## config.mk

```make
export PLATFORM = sky130hd
export DESIGN_NAME = gsb_back
export DESIGN_NICKNAME = d
export VERILOG_FILES = /design/src/sv/gsb_pkg.sv /design/src/sv/gsb_back.sv
export SDC_FILE = /design/constraint.sdc
export NUM_CORES = 1
export LEC_CHECK = 0
export ABC_CLOCK_PERIOD_IN_PS = 6500
export BUFFER_PORTS_ARGS = -buffer_cell sky130_fd_sc_hd__buf_2
export CORE_MARGIN = 2
export CORE_UTILIZATION = 63
export CTS_CLUSTER_DIAMETER = 200
export DETAILED_ROUTE_END_ITERATION = 16
export MAX_ROUTING_LAYER = met4
export PLACE_DENSITY = 0.94
export REMOVE_ABC_BUFFERS = 1
export SYNTH_ARGS = -nofsm -noshare
export SYNTH_HDL_FRONTEND = slang
export SYNTH_SLANG_ARGS = --single-unit
```

## constraint.sdc

```tcl
create_clock -name clk -period 6.5 [get_ports clk]
set_input_delay 0.65 -clock clk [delete_from_list [all_inputs] [get_ports clk]]
set_output_delay 0.65 -clock clk [all_outputs]
set_load 0.01 [all_outputs]
```

## src/sv/gsb_pkg.sv

```systemverilog
// gsb_pkg: shared types and constants for the gray sobel edge threshold block
// no dependencies
`timescale 1ns / 1ps

package gsb_pkg;

	localparam int MAX_WIDTH  = 1024;
	localparam int MAX_HEIGHT = 4095;
	localparam int MIN_SIZE   = 3;
	localparam int COL_W      = 10;
	localparam int ROW_W      = 12;
	localparam int PIX_W      = 8;
	localparam int FIFO_DEPTH = 4;
	localparam int FIFO_AW    = 2;

	typedef logic [PIX_W-1:0] pix_t;

	typedef enum logic [1:0] {
		CFG_WIDTH  = 2'd0,
		CFG_HEIGHT = 2'd1,
		CFG_THRESH = 2'd2
	} cfg_idx_t;

	typedef struct packed {
		logic [10:0] width;
		logic [11:0] height;
		logic [7:0]  thresh;
	} cfg_t;

	// one classified pixel handed from the front to the back
	typedef struct packed {
		pix_t [8:0]       win;
		logic [COL_W-1:0] px;
		logic [ROW_W-1:0] py;
		logic             interior;
		logic             border;
		logic             border_edge;
	} job_t;

endpackage

```

## src/sv/gsb_back.sv

```systemverilog
// gsb_back: sobel gradients, squared magnitude test and result sequencing
// depends on gsb_pkg
`timescale 1ns / 1ps

module gsb_back (
	input  logic          clk,
	input  logic          arst_n,
	input  gsb_pkg::cfg_t cfg,
	input  logic          q_empty,
	input  gsb_pkg::job_t q_data,
	output logic          q_pop,
	output logic          empty,
	input  logic          pop,
	output logic [9:0]    pixel_x,
	output logic [11:0]   pixel_y,
	output logic          edge_res,
	output logic          last_of_run
);
	import gsb_pkg::*;

	typedef struct packed {
		logic [COL_W-1:0] ix;
		logic [ROW_W-1:0] iy;
		logic [COL_W-1:0] bx;
		logic [ROW_W-1:0] by;
		logic             interior;
		logic             border;
		logic             border_edge;
	} meta_t;

	logic               valid_s1;
	logic signed [11:0] dx_s1;
	logic signed [11:0] dy_s1;
	meta_t              meta_s1;
	logic               valid_s2;
	logic [19:0]        dx2_s2;
	logic [19:0]        dy2_s2;
	meta_t              meta_s2;
	logic               valid_s3;
	logic               int_pend_s3;
	logic               brd_pend_s3;
	logic               int_edge_s3;
	meta_t              meta_s3;

	logic [16:0]        thr_sq_q;
	logic               thr_top_q;
	logic [8:0]         thr_inc;
	logic signed [11:0] dx;
	logic signed [11:0] dy;
	logic [20:0]        mag_sq;
	meta_t              meta_in;
	logic               free_s1;
	logic               free_s2;
	logic               free_s3;
	logic               move_s2;
	logic               move_s1;

	function automatic logic signed [11:0] px_s(input pix_t p);
		return $signed({4'b0000, p});
	endfunction

	assign thr_inc = {1'b0, cfg.thresh} + 9'd1;

	always_ff @(posedge clk) begin
		thr_sq_q  <= 17'(thr_inc) * 17'(thr_inc);
		thr_top_q <= cfg.thresh == 8'hFF;
	end

	assign free_s3 = !valid_s3 || (pop && !(int_pend_s3 && brd_pend_s3));
	assign move_s2 = valid_s2 && free_s3;
	assign free_s2 = !valid_s2 || free_s3;
	assign move_s1 = valid_s1 && free_s2;
	assign free_s1 = !valid_s1 || free_s2;
	assign q_pop   = !q_empty && free_s1;

	always_comb begin
		dx = px_s(q_data.win[2]) - px_s(q_data.win[0])
			+ ((px_s(q_data.win[5]) - px_s(q_data.win[3])) <<< 1)
			+ px_s(q_data.win[8]) - px_s(q_data.win[6]);
		dy = px_s(q_data.win[0]) - px_s(q_data.win[6])
			+ ((px_s(q_data.win[1]) - px_s(q_data.win[7])) <<< 1)
			+ px_s(q_data.win[2]) - px_s(q_data.win[8]);
		meta_in             = '0;
		meta_in.ix          = q_data.px - COL_W'(1);
		meta_in.iy          = q_data.py - ROW_W'(1);
		meta_in.bx          = q_data.px;
		meta_in.by          = q_data.py;
		meta_in.interior    = q_data.interior;
		meta_in.border      = q_data.border;
		meta_in.border_edge = q_data.border_edge;
	end

	assign mag_sq = {1'b0, dx2_s2} + {1'b0, dy2_s2};

	always_ff @(posedge clk or negedge arst_n) begin
		if (!arst_n) begin
			valid_s1    <= 1'b0;
			valid_s2    <= 1'b0;
			valid_s3    <= 1'b0;
			int_pend_s3 <= 1'b0;
			brd_pend_s3 <= 1'b0;
		end else begin
			if (q_pop) begin
				valid_s1 <= 1'b1;
			end else if (move_s1) begin
				valid_s1 <= 1'b0;
			end
			if (move_s1) begin
				valid_s2 <= 1'b1;
			end else if (move_s2) begin
				valid_s2 <= 1'b0;
			end
			if (move_s2) begin
				valid_s3    <= 1'b1;
				int_pend_s3 <= meta_s2.interior;
				brd_pend_s3 <= meta_s2.border;
			end else if (pop && valid_s3) begin
				priority if (int_pend_s3 && brd_pend_s3) begin
					int_pend_s3 <= 1'b0;
				end else begin
					valid_s3 <= 1'b0;
				end
			end
		end
	end

	always_ff @(posedge clk) begin
		if (q_pop) begin
			dx_s1   <= dx;
			dy_s1   <= dy;
			meta_s1 <= meta_in;
		end
		if (move_s1) begin
			dx2_s2  <= 20'(21'(dx_s1) * 21'(dx_s1));
			dy2_s2  <= 20'(21'(dy_s1) * 21'(dy_s1));
			meta_s2 <= meta_s1;
		end
		if (move_s2) begin
			int_edge_s3 <= !thr_top_q && (mag_sq >= {4'b0000, thr_sq_q});
			meta_s3     <= meta_s2;
		end
	end

	assign empty       = !valid_s3;
	assign pixel_x     = int_pend_s3 ? meta_s3.ix : meta_s3.bx;
	assign pixel_y     = int_pend_s3 ? meta_s3.iy : meta_s3.by;
	assign edge_res    = int_pend_s3 ? int_edge_s3 : meta_s3.border_edge;
	assign last_of_run = !(int_pend_s3 && brd_pend_s3);

endmodule
```

==> reports/results.txt <==
Using the TritonRoute via totals, the vias-per-cell ratio works out to 5.55. Summing the areas of all compound-gate instances in the mapped netlist gives 6.23% of the synthesized area. The count of buffers added on input and output ports is 126. During synthesis, Yosys emitted a total of 0 warnings. The critical path goes through inv_1 -> nor2_1 -> fa_1 -> fa_1 -> inv_1 -> fa_1 -> inv_1 -> fa_1 -> inv_1 -> fa_1 -> inv_1 -> ha_1 -> nand3_1 -> o211a_1 -> o41ai_1 -> a21o_1 -> xor2_1. Summing the areas of all fa, ha and maj instances in the mapped netlist gives 38.1% of the synthesized area.

The shortest clock period the worst path allows after layout is 5.80 ns, and the sum of negative setup slack is 0 ns. The total count of hold-check failures in the final report was 0; the via count of the first global-routing pass was 16558. Summed over all layers, the global routing overflow is 0. Dividing the final minimum period by the clock period gives 89.3%. After synthesis, the most frequently instantiated cells are sky130_fd_sc_hd__inv_1 (549), sky130_fd_sc_hd__fa_1 (269), sky130_fd_sc_hd__ha_1 (237), sky130_fd_sc_hd__edfxtp_1 (202), sky130_fd_sc_hd__nand2_1 (108).

Sequential cells were found to cover 29.8% of the synthesized design area. Timing startpoint of the critical path: dx_s1[3]$_DFFE_PP_. Yosys mapped the design onto 64 distinct sky130hd cell types. In this run, synthesis inferred 202 flip-flops with an integrated enable. The largest clock skew in the final design was 0.0126 ns. The top cell type by area accounts for 27.7% of the synthesized area. The data arrival time of the critical path came out at 6.17 ns. The run gives 26.9% as the global-route usage over all layers. Sorting the synthesized cells by area gives the leading types as sky130_fd_sc_hd__edfxtp_1 (28%), sky130_fd_sc_hd__fa_1 (25%), sky130_fd_sc_hd__ha_1 (14%). After Yosys synthesis, XOR and XNOR cells account for 5.59% of the synthesized area. Summing the areas of all and, or, nand and nor instances in the mapped netlist gives 8.83% of the synthesized area. For the worst-skew pair, the clock arrives at the later sink with an insertion delay of 0.53 ns. In this run the critical register-to-register path is launched from dx_s1[3]$_DFFE_PP_. The flow ran to the end, and the final reports show no timing, DRC or antenna violations. Critical path start-end classification: register to register.

The portion of synthesized area spent on multiplexers is 1.43%. The synthesized design contains 224 register bits. The initial antenna violation count is 2, and the required time of the worst setup path is 6.87 ns. The cell accounting for the most synthesized area was sky130_fd_sc_hd__edfxtp_1.

The final layout contains 2857 nets. The die covers 0.0363 mm2. The tools report the count of endpoints failing setup in the final report as 0.

At the end of routability-driven placement, the weighted congestion stood at 0.912. The clock net in this run drives a total of 224 sinks. Of the cells placed in the final design, the portion with a size suffix greater than 1 is 9.57%. Gate count after technology mapping: 2086.

The min-delay analysis places its worst path in the category input port to register. On the critical path, the stage with the largest delay is an instance of sky130_fd_sc_hd__edfxtp_1. The run gives 3 as the number of buffers between clock root and the deepest sink. The kind of end point of the critical path is a register. CTS buffer count: 24.

Cells fill 69.4% of the core in the end. Total routed wirelength: 45600 um. The floorplan has 68 rows. The run gives 0 as the remaining antenna violation count after routing. At the pin with the least slew margin, the transition time is 1.16 ns. The H-tree depth reported by CTS was 1; the die height was 191 um. TritonCTS built the clock tree.

Setup repair after global routing left no endpoint under its margin. During I/O placement, the number of pins put on the boundary was 158. Area overhead of the layout relative to synthesis: 8.79%.

The average cell area after synthesis is 10.5 um2, and the starting density of the core is 63.8%. The HPWL after detailed placement is 35000 um. The fraction of registers with async set/reset is 2.23%, and the largest net degree at the start of global routing is 86.

The number of slew-limit violations in the final report was 0. Cell chosen for the clock root: sky130_fd_sc_hd__clkbuf_16. For the core region area, the log shows 0.0344 mm2. The tools report the kind of start point of the critical path as a register. Timing would allow up to 0.172 GHz.

The most common cell in the synthesized netlist is sky130_fd_sc_hd__inv_1. In this run the worst path has a maximum fanout of 10. The first detailed-routing pass ran for 6 iterations. After clock tree synthesis, the clock-pin slew on the worst setup and hold paths is 0.06 ns.

By area, the combinational part of the netlist is dominated by adder cells. The synthesized netlist occupies a cell area of 0.0219 mm2. In this run the tightest slew margin relative to its limit is 22.5%. The first-pass GRT wire length was 76000 um.

Max-cap violations in this run came to 0. In the synthesized netlist the dominant register cell turns out to be sky130_fd_sc_hd__edfxtp_1. The detailed router placed 14957 vias in this run. The horizontal die dimension came out at 191 um.

After detailed routing, the average wire length per cell comes to 16.9 um. The number of design-rule violations left by the first detailed-router iteration came out at 1155. The beginning of the worst hold path is q_data[0].

For this run, design rule violations remaining after detail routing come to 0. Broken down by cell family, the worst path's largest delay share belongs to adder cells. Counting both buffers and inverters, the worst setup path holds a total of 5. The maximum single-stage delay on the critical path came out at 0.68 ns.
## per-layer routing
layer / share of wire, % / vias to the layer above / GRT usage (%)
met5: 0 / - / -
met2: 53 / 615 / 49.5
met4: 4.4 / 0 / 11.1
li1: - / 6830 / -
met1: 36 / 7334 / 29.3
met3: 6.3 / 178 / 3.40
## area by class of cell
type | instances | area (um2)
antenna | 2 | 5.00
clock buffer | 27 | 612
clock inverter | 17 | 141
fill | 2231 | 10500
inverter | 556 | 2090
multi-input combinational | 1283 | 13200
sequential | 224 | 6530
tap | 455 | 569
timing repair buffer | 130 | 663
## registers in the layout (all words and copies together) (netlist names)
register	cells
int_pend_s3	1
dx_s1	12
dy2_s2	19
meta_s1	47
int_edge_s3	1
brd_pend_s3	1
valid_s1	1
meta_s3	45
valid_s3	1
dy_s1	12
thr_sq_q	16
thr_top_q	1
dx2_s2	19
valid_s2	1
meta_s2	47
## cells by family (layout without fill, tap and decap cells)
logic type	Yosys count	after routing
and+or+nand+nor	393	393
muxes	28	28
adders and majority gates	506	506
xor gates and xnor gates	140	140
other	1	7
AOI/OAI and AO/OA	211	211
DFF	224	224
buffers and inverters	583	730
## final timing paths
check	end	slack [ns]	depth (start not counted)
max	dx2_s2[18]$_DFFE_PP_	0.70	17
min	meta_s1[0]$_DFFE_PP_	0.31	1
max reg2reg	dx2_s2[18]$_DFFE_PP_	0.70	17
min reg2reg	meta_s3[41]$_DFFE_PP_	0.41	0
max in group asynchronous	int_pend_s3$_DFFE_PN0P_	5.89	2
min in group asynchronous	valid_s2$_DFFE_PN0P_	0.48	2
## timing repair
action / CTS / global route
resized for setup: 0 / 0
endpoints found under the hold margin: 5 / 0
setup buffers: 0 / 0
hold buffers: 1 / 0
## through the flow
stage,cells,setup WS [ns],hold slack [ns],cell area (um2)
after floorplan,2063,1.07,0.354,21800
after global placement,2647,0.975,0.400,23100
after detailed placement,2647,0.832,0.405,23100
after CTS,2692,0.788,0.292,23800
after global routing,2694,0.502,0.307,23800
final,2694,0.698,0.309,23800
## layout by cell type (no fill, tap or decap), drive strengths merged, types with 8 or more instances in the layout
master and instances:
o21bai 19, or3 8, a21oi 59, a31oi 11, edfxtp 202, a21boi 8, o21ai 42, nand3 20
nand2 108, a211oi 8, nor3 19, or2 11, clkinv 14, inv 556, xnor2 98, xor2 42
buf 129, a21o 25, mux2 26, and2 74, nor2b 20, dfxtp 17, clkbuf 27, nand2b 9
nor2 92, ha 237, fa 269
Power is left out: the tool's default activity adds up to more than one toggle a clock period on the data nets, which glitch-free logic cannot reach.
