File: config.mk
export PLATFORM = sky130hd
export DESIGN_NAME = gsb_fifo
export DESIGN_NICKNAME = d
export VERILOG_FILES = /design/src/sv/gsb_pkg.sv /design/src/sv/gsb_fifo.sv
export SDC_FILE = /design/constraint.sdc
export NUM_CORES = 1
export LEC_CHECK = 0
export BUFFER_PORTS_ARGS = -buffer_cell sky130_fd_sc_hd__buf_2
export CORE_MARGIN = 2
export CORE_UTILIZATION = 45
export CTS_CLUSTER_DIAMETER = 30
export DETAILED_ROUTE_END_ITERATION = 16
export HOLD_SLACK_MARGIN = 0.1
export PLACE_DENSITY = 0.73
export SLEW_MARGIN = 30
export SYNTH_ARGS = -nofsm -noshare
export SYNTH_HDL_FRONTEND = slang
export SYNTH_SLANG_ARGS = --single-unit
File: constraint.sdc
create_clock -name clk -period 4 [get_ports clk]
set_clock_uncertainty 0.15 [all_clocks]
set_input_delay 0.2 -clock clk [delete_from_list [all_inputs] [get_ports clk]]
set_output_delay 0.2 -clock clk [all_outputs]
set_load 0.02 [all_outputs]
File: src/sv/gsb_pkg.sv
// gsb_pkg: shared types and constants for the gray sobel edge threshold block
// no dependencies
`timescale 1ns / 1ps

package gsb_pkg;

	localparam int MAX_WIDTH  = 1024;
	localparam int MAX_HEIGHT = 4095;
	localparam int MIN_SIZE   = 3;
	localparam int COL_W      = 10;
	localparam int ROW_W      = 12;
	localparam int PIX_W      = 8;
	localparam int FIFO_DEPTH = 4;
	localparam int FIFO_AW    = 2;

	typedef logic [PIX_W-1:0] pix_t;

	typedef enum logic [1:0] {
		CFG_WIDTH  = 2'd0,
		CFG_HEIGHT = 2'd1,
		CFG_THRESH = 2'd2
	} cfg_idx_t;

	typedef struct packed {
		logic [10:0] width;
		logic [11:0] height;
		logic [7:0]  thresh;
	} cfg_t;

	// one classified pixel handed from the front to the back
	typedef struct packed {
		pix_t [8:0]       win;
		logic [COL_W-1:0] px;
		logic [ROW_W-1:0] py;
		logic             interior;
		logic             border;
		logic             border_edge;
	} job_t;

endpackage

File: src/sv/gsb_fifo.sv
// gsb_fifo: short queue of classified pixels between front and back
// depends on gsb_pkg
`timescale 1ns / 1ps

module gsb_fifo (
	input  logic          clk,
	input  logic          arst_n,
	input  logic          wr_en,
	input  gsb_pkg::job_t wr_data,
	output logic          wr_ready,
	input  logic          rd_en,
	output logic          rd_empty,
	output gsb_pkg::job_t rd_data
);
	import gsb_pkg::*;

	job_t               slots_q [FIFO_DEPTH];
	logic [FIFO_AW-1:0] wptr_q;
	logic [FIFO_AW-1:0] rptr_q;
	logic [FIFO_AW:0]   count_q;
	logic               do_wr;
	logic               do_rd;

	assign wr_ready = count_q != (FIFO_AW+1)'(FIFO_DEPTH);
	assign rd_empty = count_q == '0;
	assign do_wr    = wr_en && wr_ready;
	assign do_rd    = rd_en && !rd_empty;
	assign rd_data  = slots_q[rptr_q];

	always_ff @(posedge clk or negedge arst_n) begin
		if (!arst_n) begin
			wptr_q  <= '0;
			rptr_q  <= '0;
			count_q <= '0;
		end else begin
			if (do_wr) begin
				wptr_q <= wptr_q + FIFO_AW'(1);
			end
			if (do_rd) begin
				rptr_q <= rptr_q + FIFO_AW'(1);
			end
			if (do_wr && !do_rd) begin
				count_q <= count_q + (FIFO_AW+1)'(1);
			end else if (do_rd && !do_wr) begin
				count_q <= count_q - (FIFO_AW+1)'(1);
			end
		end
	end

	always_ff @(posedge clk) begin
		if (do_wr) begin
			slots_q[wptr_q] <= wr_data;
		end
	end

endmodule

==> results of run 1 <==
-- worst min path at each step --
stage                     slack (ps)              to         from
after floorplan                 -250      count_q[0]       arst_n
after global placement          -110      count_q[2]       arst_n
after detailed placement        -100      count_q[2]       arst_n
after CTS                        200  slots_q[3][96]  wr_data[96]
after global routing             230  slots_q[3][50]  wr_data[50]
final                            230  slots_q[2][80]  wr_data[80]
-- metal layers --
metal	GRT usage	routed length, um	vias to the layer above
met5	0	0	-
met4	0.0716	763	0
met3	0.0463	1560	66
met2	0.290	14500	230
met1	0.213	11300	3670
li1	-	-	3115
-- worst reg2reg max path, stage by stage (launching register included) --
cell	delay [ps]
dfrtp_1	420
nor2_1	90
a21boi_2	340
and2_4	570
buf_12	350
-- timing repair --
item	in CTS	in global routing
buffers inserted	0	0
endpoints found under the hold margin	401	0
gates resized for setup	0	0
hold buffers	101	0
-- state kept, by name, summed over array words and instances (netlist names) --
signal,flops
slots_q,388
count_q,3
rptr_q,2
wptr_q,2
-- per-stage QoR --
| step | instance area [um^2] | cells |
|---|---|---|
| floorplan | 14400 | 543 |
| global placement | 15900 | 1135 |
| detailed placement | 15900 | 1135 |
| CTS | 19700 | 1375 |
| global route | 19700 | 1377 |
| finish | 19700 | 1377 |
-- synthesized netlist by cell type (all sizes together) --
cell / number / area share
mux2: 2 / 0.0016
nor2: 2 / 0.00052
mux4: 97 / 0.15
fa: 1 / 0.0014
a21boi: 1 / 0.00078
inv: 4 / 0.0010
edfxtp: 388 / 0.81
xor2: 2 / 0.0012
dfrtp: 7 / 0.012
buf: 16 / 0.0077
xnor2: 4 / 0.0024
clkbuf: 6 / 0.0016
ha: 5 / 0.0044
nand2: 2 / 0.00052
nand3: 1 / 0.00035
or3: 1 / 0.00044
and2: 4 / 0.0017
-- area by class of cell --
class / count / area [um^2] / share of cell area
diodes: 2 / 5.00 / 0.000254
clock buffers: 79 / 1910 / 0.0973
clock inverters: 60 / 791 / 0.0402
inverters: 4 / 15.0 / 0.000763
multi-input cells: 122 / 2410 / 0.123
flip-flops and latches: 395 / 11800 / 0.602
well taps: 402 / 503 / 0.0256
repair buffers: 313 / 2190 / 0.111
-- power by group through the flow --
stage | Clock (mW) | Combinational [mW] | Sequential, mW
after floorplan | 0 | 2.97 | 5.75
after global placement | 0 | 4.10 | 5.90
after detailed placement | 0 | 4.13 | 5.94
after CTS | 6.65 | 4.24 | 5.88
after global routing | 6.88 | 4.44 | 5.94
final | 6.55 | 4.14 | 5.86
-- cell families (layout without fill, tap and decap cells) --
logic type | after synthesis | count (layout) | share of synthesized area
compound gates | 1 | 1 | 0.000783
xor+xnor | 6 | 6 | 0.00365
fa+ha+maj | 6 | 6 | 0.00574
buf+inv | 26 | 456 | 0.0103
flops | 395 | 395 | 0.822
mux | 99 | 99 | 0.153
other cells | 0 | 2 | 0
simple gates | 10 | 10 | 0.00357
==> metrics, run 1 <==
outcome=complete, no violations; final global-route overflow total=0; part of the total power dissipated in sequential elements=0.354; vias in the first global route=7835; Worst IR Drop VDD=0.528 mV; Synth Area per Inst=26.5 um^2; largest net degree at the start of global routing=98; fraction of the core area covered by cells at the end of the flow=0.625; launching point of the worst reg2reg path=count_q[0]; placed wire-length estimate=14.7 mm; CP Max Fanout=37; number of buffers between clock root and the deepest sink=3; path type of the worst min-delay path=in2reg; type of the worst setup path=reg2out; Relative slew margins=0.513; final clock period utilization by the worst path=0.726; Net Count, Synth=650; WP depth=3; final number of setup-violating endpoints=0; crit-path cells=buf_12, mux4_2, buf_2; number of warnings printed during yosys synthesis=0; maximum frequency from static timing analysis=approximately 340 MHz; sw frac=0.297; worst-skew pair later-pin latency=560 ps; slack of the worst reg-to-reg path=1710 ps; share of layout cells above drive strength 1=0.457; detailed-route wire length per cell=20.5 um; # Max-Cap Violations=0; Area Growth Syn to Fin=36.8%; slew of the pin with the lowest slew margin=731 ps; first-pass iteration count of the detailed router=4; clock share of power=0.396; first-pass GRT wire length=43.5 mm; floorplan row count=65; post-synth cell types=20; worst setup path endpoint=rd_data[20]; cell with the largest stage delay on the worst path=dfrtp_4; delay of the slowest cell on the worst path=840 ps; Die W=183 um; number of cells traversed by the worst hold path=2; most common cell after layout, fill and taps aside=edfxtp_1; setup total negative slack=0 ps; average vias per placed instance=5.14; area inside the core boundary=31500 um^2; commonest cells after routing, fill and taps aside=edfxtp_1 (388), buf_2 (199), dlygate4sd3_1 (101); final weighted congestion in routability-driven placement=~0.69; synthesized netlist cell count=543; beginning of the critical path=rptr_q[0]; Pwr Total=16.6 mW; vias after detailed routing=7081; number of clock sinks=roughly 400; antenna violations before repair=2; unrepaired setup endpoints after global routing=false; pwr/cell area=842 nW/um^2; Iteration-0 DRC Markers=410; Top Ports=200; combinational share of power=0.250; static leakage=about 7.0 nW; Critical Path Start Type=register; clock buffers created by TritonCTS=75; register clock-pin slew on the reported worst setup and hold paths=around 50 ps; overall die area=33400 um^2; Hold Fails Final Rpt=0; minimum setup slack after placement=between 1500 and 2000 ps; Worst path top cell family by delay=flip-flops; effective utilization at floorplan=0.457; Routed Antenna Nets=0; total routing resource utilization after global routing=0.172; WP buf/inv=2; Hold Slack=233 ps; detailed-route DRC error count=0; sequential-to-total area share from yosys stat=0.822; number of port buffers=199; final max-slew violation count=0; worst reg-to-reg path cell count=4; data required time at the worst endpoint=about 3700 ps; critical path data arrival time=2550 ps; Yosys reg bits=395; cell area after synthesis=between 10000 and 15000 um^2; filler instances=2132; Nets=between 1000 and 1500; CTS H-Tree Depth=3; reported net switching power=around 4.9 mW; cell chosen for the clock root=clkbuf_16; routed wire length=28.2 mm; reg-to-reg critical path endpoint=slots_q[0][54]; Crit. End Element=output pin; final critical delay including setup and external delays=around 2900 ps; crit path setup slack, layout=1100 ps; internal power=11.6 mW; Vert. Die Dim=183 um; CTS tree=built
(Power assumes the default switching activity.)
==> run 2, diff against run 1 <==
--- a/config.mk
+++ b/config.mk
@@ -5,13 +5,14 @@
 export SDC_FILE = /design/constraint.sdc
 export NUM_CORES = 1
 export LEC_CHECK = 0
+export ABC_AREA = 1
 export BUFFER_PORTS_ARGS = -buffer_cell sky130_fd_sc_hd__buf_2
 export CORE_MARGIN = 2
 export CORE_UTILIZATION = 45
 export CTS_CLUSTER_DIAMETER = 30
 export DETAILED_ROUTE_END_ITERATION = 16
 export HOLD_SLACK_MARGIN = 0.1
-export PLACE_DENSITY = 0.73
+export PLACE_DENSITY = 0.72
 export SLEW_MARGIN = 30
 export SYNTH_ARGS = -nofsm -noshare
 export SYNTH_HDL_FRONTEND = slang
==> constraint.sdc (replaced) <==
create_clock -name clk -period 2.8 [get_ports clk]
set_clock_uncertainty 0.15 [all_clocks]
set_input_delay 0.14 -clock clk [delete_from_list [all_inputs] [get_ports clk]]
set_output_delay 0.14 -clock clk [all_outputs]
set_load 0.02 [all_outputs]
==> metrics, run 2 <==
outcome=complete, no violations; number of port buffers=199; count of inserted antenna diode cells=0; final std cell area, no fill=21600 um^2; Yosys reg bits=395; detailed-route wire length per cell=16.4 um; setup total negative slack=0 ps; count leader, synth=edfxtp_1; clock buffers created by TritonCTS=~80; effective utilization at floorplan=0.457; overall die area=37700 um^2; delay of the slowest cell on the worst path=approximately 580 ps; flip-flop and latch area=11800 um^2; post-synth cell types=19; largest registers=slots_q x388, count_q x3; prevailing post-synth register cell=edfxtp_1; Synth Area per Inst=between 10 and 15 um^2; commonest cells after routing, fill and taps aside=edfxtp_1 (388), nand2_1 (308), inv_1 (208); Net Count, Synth=1299; final number of setup-violating endpoints=0; filler instances=2597; synthesized netlist cell count=1192; # Max-Cap Violations=0; Iteration-0 DRC Markers=~440; register ranked first by flip-flop count=slots_q; first-pass iteration count of the detailed router=5; Crit. End Element=output pin; average vias per placed instance=4.87; cell with the largest stage delay on the worst path=dfrtp_4; Hold Fails Final Rpt=0; fraction of synthesis flops using an asynchronous set or reset pin=0.0177; number of enable flip-flop cells after synthesis=388; antenna violations before repair=0; CTS H-Tree Depth=3; most used standard cells in the synthesized netlist=edfxtp_1 (388), nand2_1 (309), inv_1 (208); Die W=194 um; path type of the worst min-delay path=in2reg; final critical delay including setup and external delays=approximately 2500 ps; vias in the first global route=10445; slack of the worst reg-to-reg path=roughly 740 ps; final max-slew violation count=0; maximum frequency from static timing analysis=394 MHz; Hold-fix buffers, CTS=101; crit-path cells=inv_6, buf_4, o211ai_2, nand2_1, buf_2; top cell type's share of synthesized area=0.716; CTS tree=built; number of buffers between clock root and the deepest sink=3; largest net degree at the start of global routing=65; Area Growth Syn to Fin=32.7%; slew of the pin with the lowest slew margin=483 ps; placed wire-length estimate=18.5 mm; share of layout cells above drive strength 1=0.283; Placement Cell Area=between 15000 and 20000 um^2; Routed Antenna Nets=0; routed wire length=33.8 mm; static leakage=around 8.9 nW; quantity of gates resized following cts=0; number of warnings printed during yosys synthesis=0; final global-route overflow total=0; cell type with the largest total area after synthesis=edfxtp_1; first-pass GRT wire length=roughly 54 mm; final weighted congestion in routability-driven placement=around 0.74; most common cell after layout, fill and taps aside=edfxtp_1; area inside the core boundary=between 30000 and 40000 um^2; worst-skew pair later-pin latency=580 ps; register clock-pin slew on the reported worst setup and hold paths=50 ps; Worst IR Drop VDD=0.876 mV; area of the multi-input gates=3310 um^2; Nets=1642; Largest register FFs=a little under 400; number of clock sinks=395; vias after detailed routing=10035; cell area after synthesis=16300 um^2; total routing resource utilization after global routing=0.182; final clock period utilization by the worst path=0.907; Vert. Die Dim=194 um; data required time at the worst endpoint=approximately 2500 ps; critical path data arrival time=2250 ps; type of the worst setup path=reg2out; most area-consuming cells after synthesis=edfxtp_1 (72%), o211ai_2 (7.6%), nand2_1 (7.1%); cell chosen for the clock root=clkbuf_16; CP Max Fanout=23; sequential-to-total area share from yosys stat=0.727; unrepaired setup endpoints after global routing=false; Top Ports=200; detailed-route DRC error count=0; floorplan row count=about 70; setup bufs post-CTS=0; pwr/cell area=1180 nW/um^2; Relative slew margins=0.678; Critical Path Start Type=register
==> run 2: metal layers <==
metal | wire length, um | vias to the layer above | global-route usage
met2 | 17000 | 278 | 0.313
met4 | 803 | 0 | 0.0780
li1 | - | 4894 | -
met1 | 13900 | 4807 | 0.215
met5 | 0 | - | 0
met3 | 2070 | 56 | 0.0496
==> run 2: cell families (layout without fill, tap and decap cells) <==
logic type	Yosys count	count (layout)	share of synthesized area
simple gates	321	321	0.0747
compound gates	195	195	0.120
fa+ha+maj	6	6	0.00508
xor+xnor	1	1	0.000538
flops	395	395	0.727
buf+inv	274	682	0.0726
==> run 2: cell type report <==
type,count,share of cell area
inverters,210,0.0371
flip-flops and latches,395,0.548
multi-input cells,523,0.153
clock buffers,91,0.0956
repair buffers,326,0.111
clock inverters,55,0.0281
well taps,461,0.0267
==> run 2: power by group <==
group	switching [mW]	internal, mW	total [mW]
logic	5.56	2.61	8.17
clock network	2.99	6.22	9.20
registers	0.352	7.79	8.14
==> run 2: final timing paths <==
path                            depth (start not counted)   startpoint              to
worst max-delay path                                    5    rptr_q[1]     rd_data[26]
worst min-delay path                                    2  wr_data[67]  slots_q[2][67]
worst max register to register                         10   count_q[0]      count_q[2]
worst min register to register                          2    wptr_q[1]       wptr_q[1]
max in group asynchronous                               3       arst_n       rptr_q[1]
min in group asynchronous                               3       arst_n      count_q[2]
==> run 2: worst max-delay path: cells and delay by family, from the launching register on <==
kind / cells / cell delay, ps
buffers and inverters: 3 / 800
flip-flops: 1 / 580
AO/OA/AOI/OAI: 1 / 150
AND/OR/NAND/NOR: 1 / 90
==> run 2: metrics by stage <==
stage	instances	hold WS, ps	worst slack (ps)	util	power [mW]
floorplan	1192	-306	31.8	-	13.8
global placement	1814	-166	831	0.504	16.1
detailed placement	1814	-162	774	0.504	16.3
CTS	2061	126	225	0.607	25.7
global route	2061	135	118	0.607	26.9
finish	2061	166	262	0.607	25.5
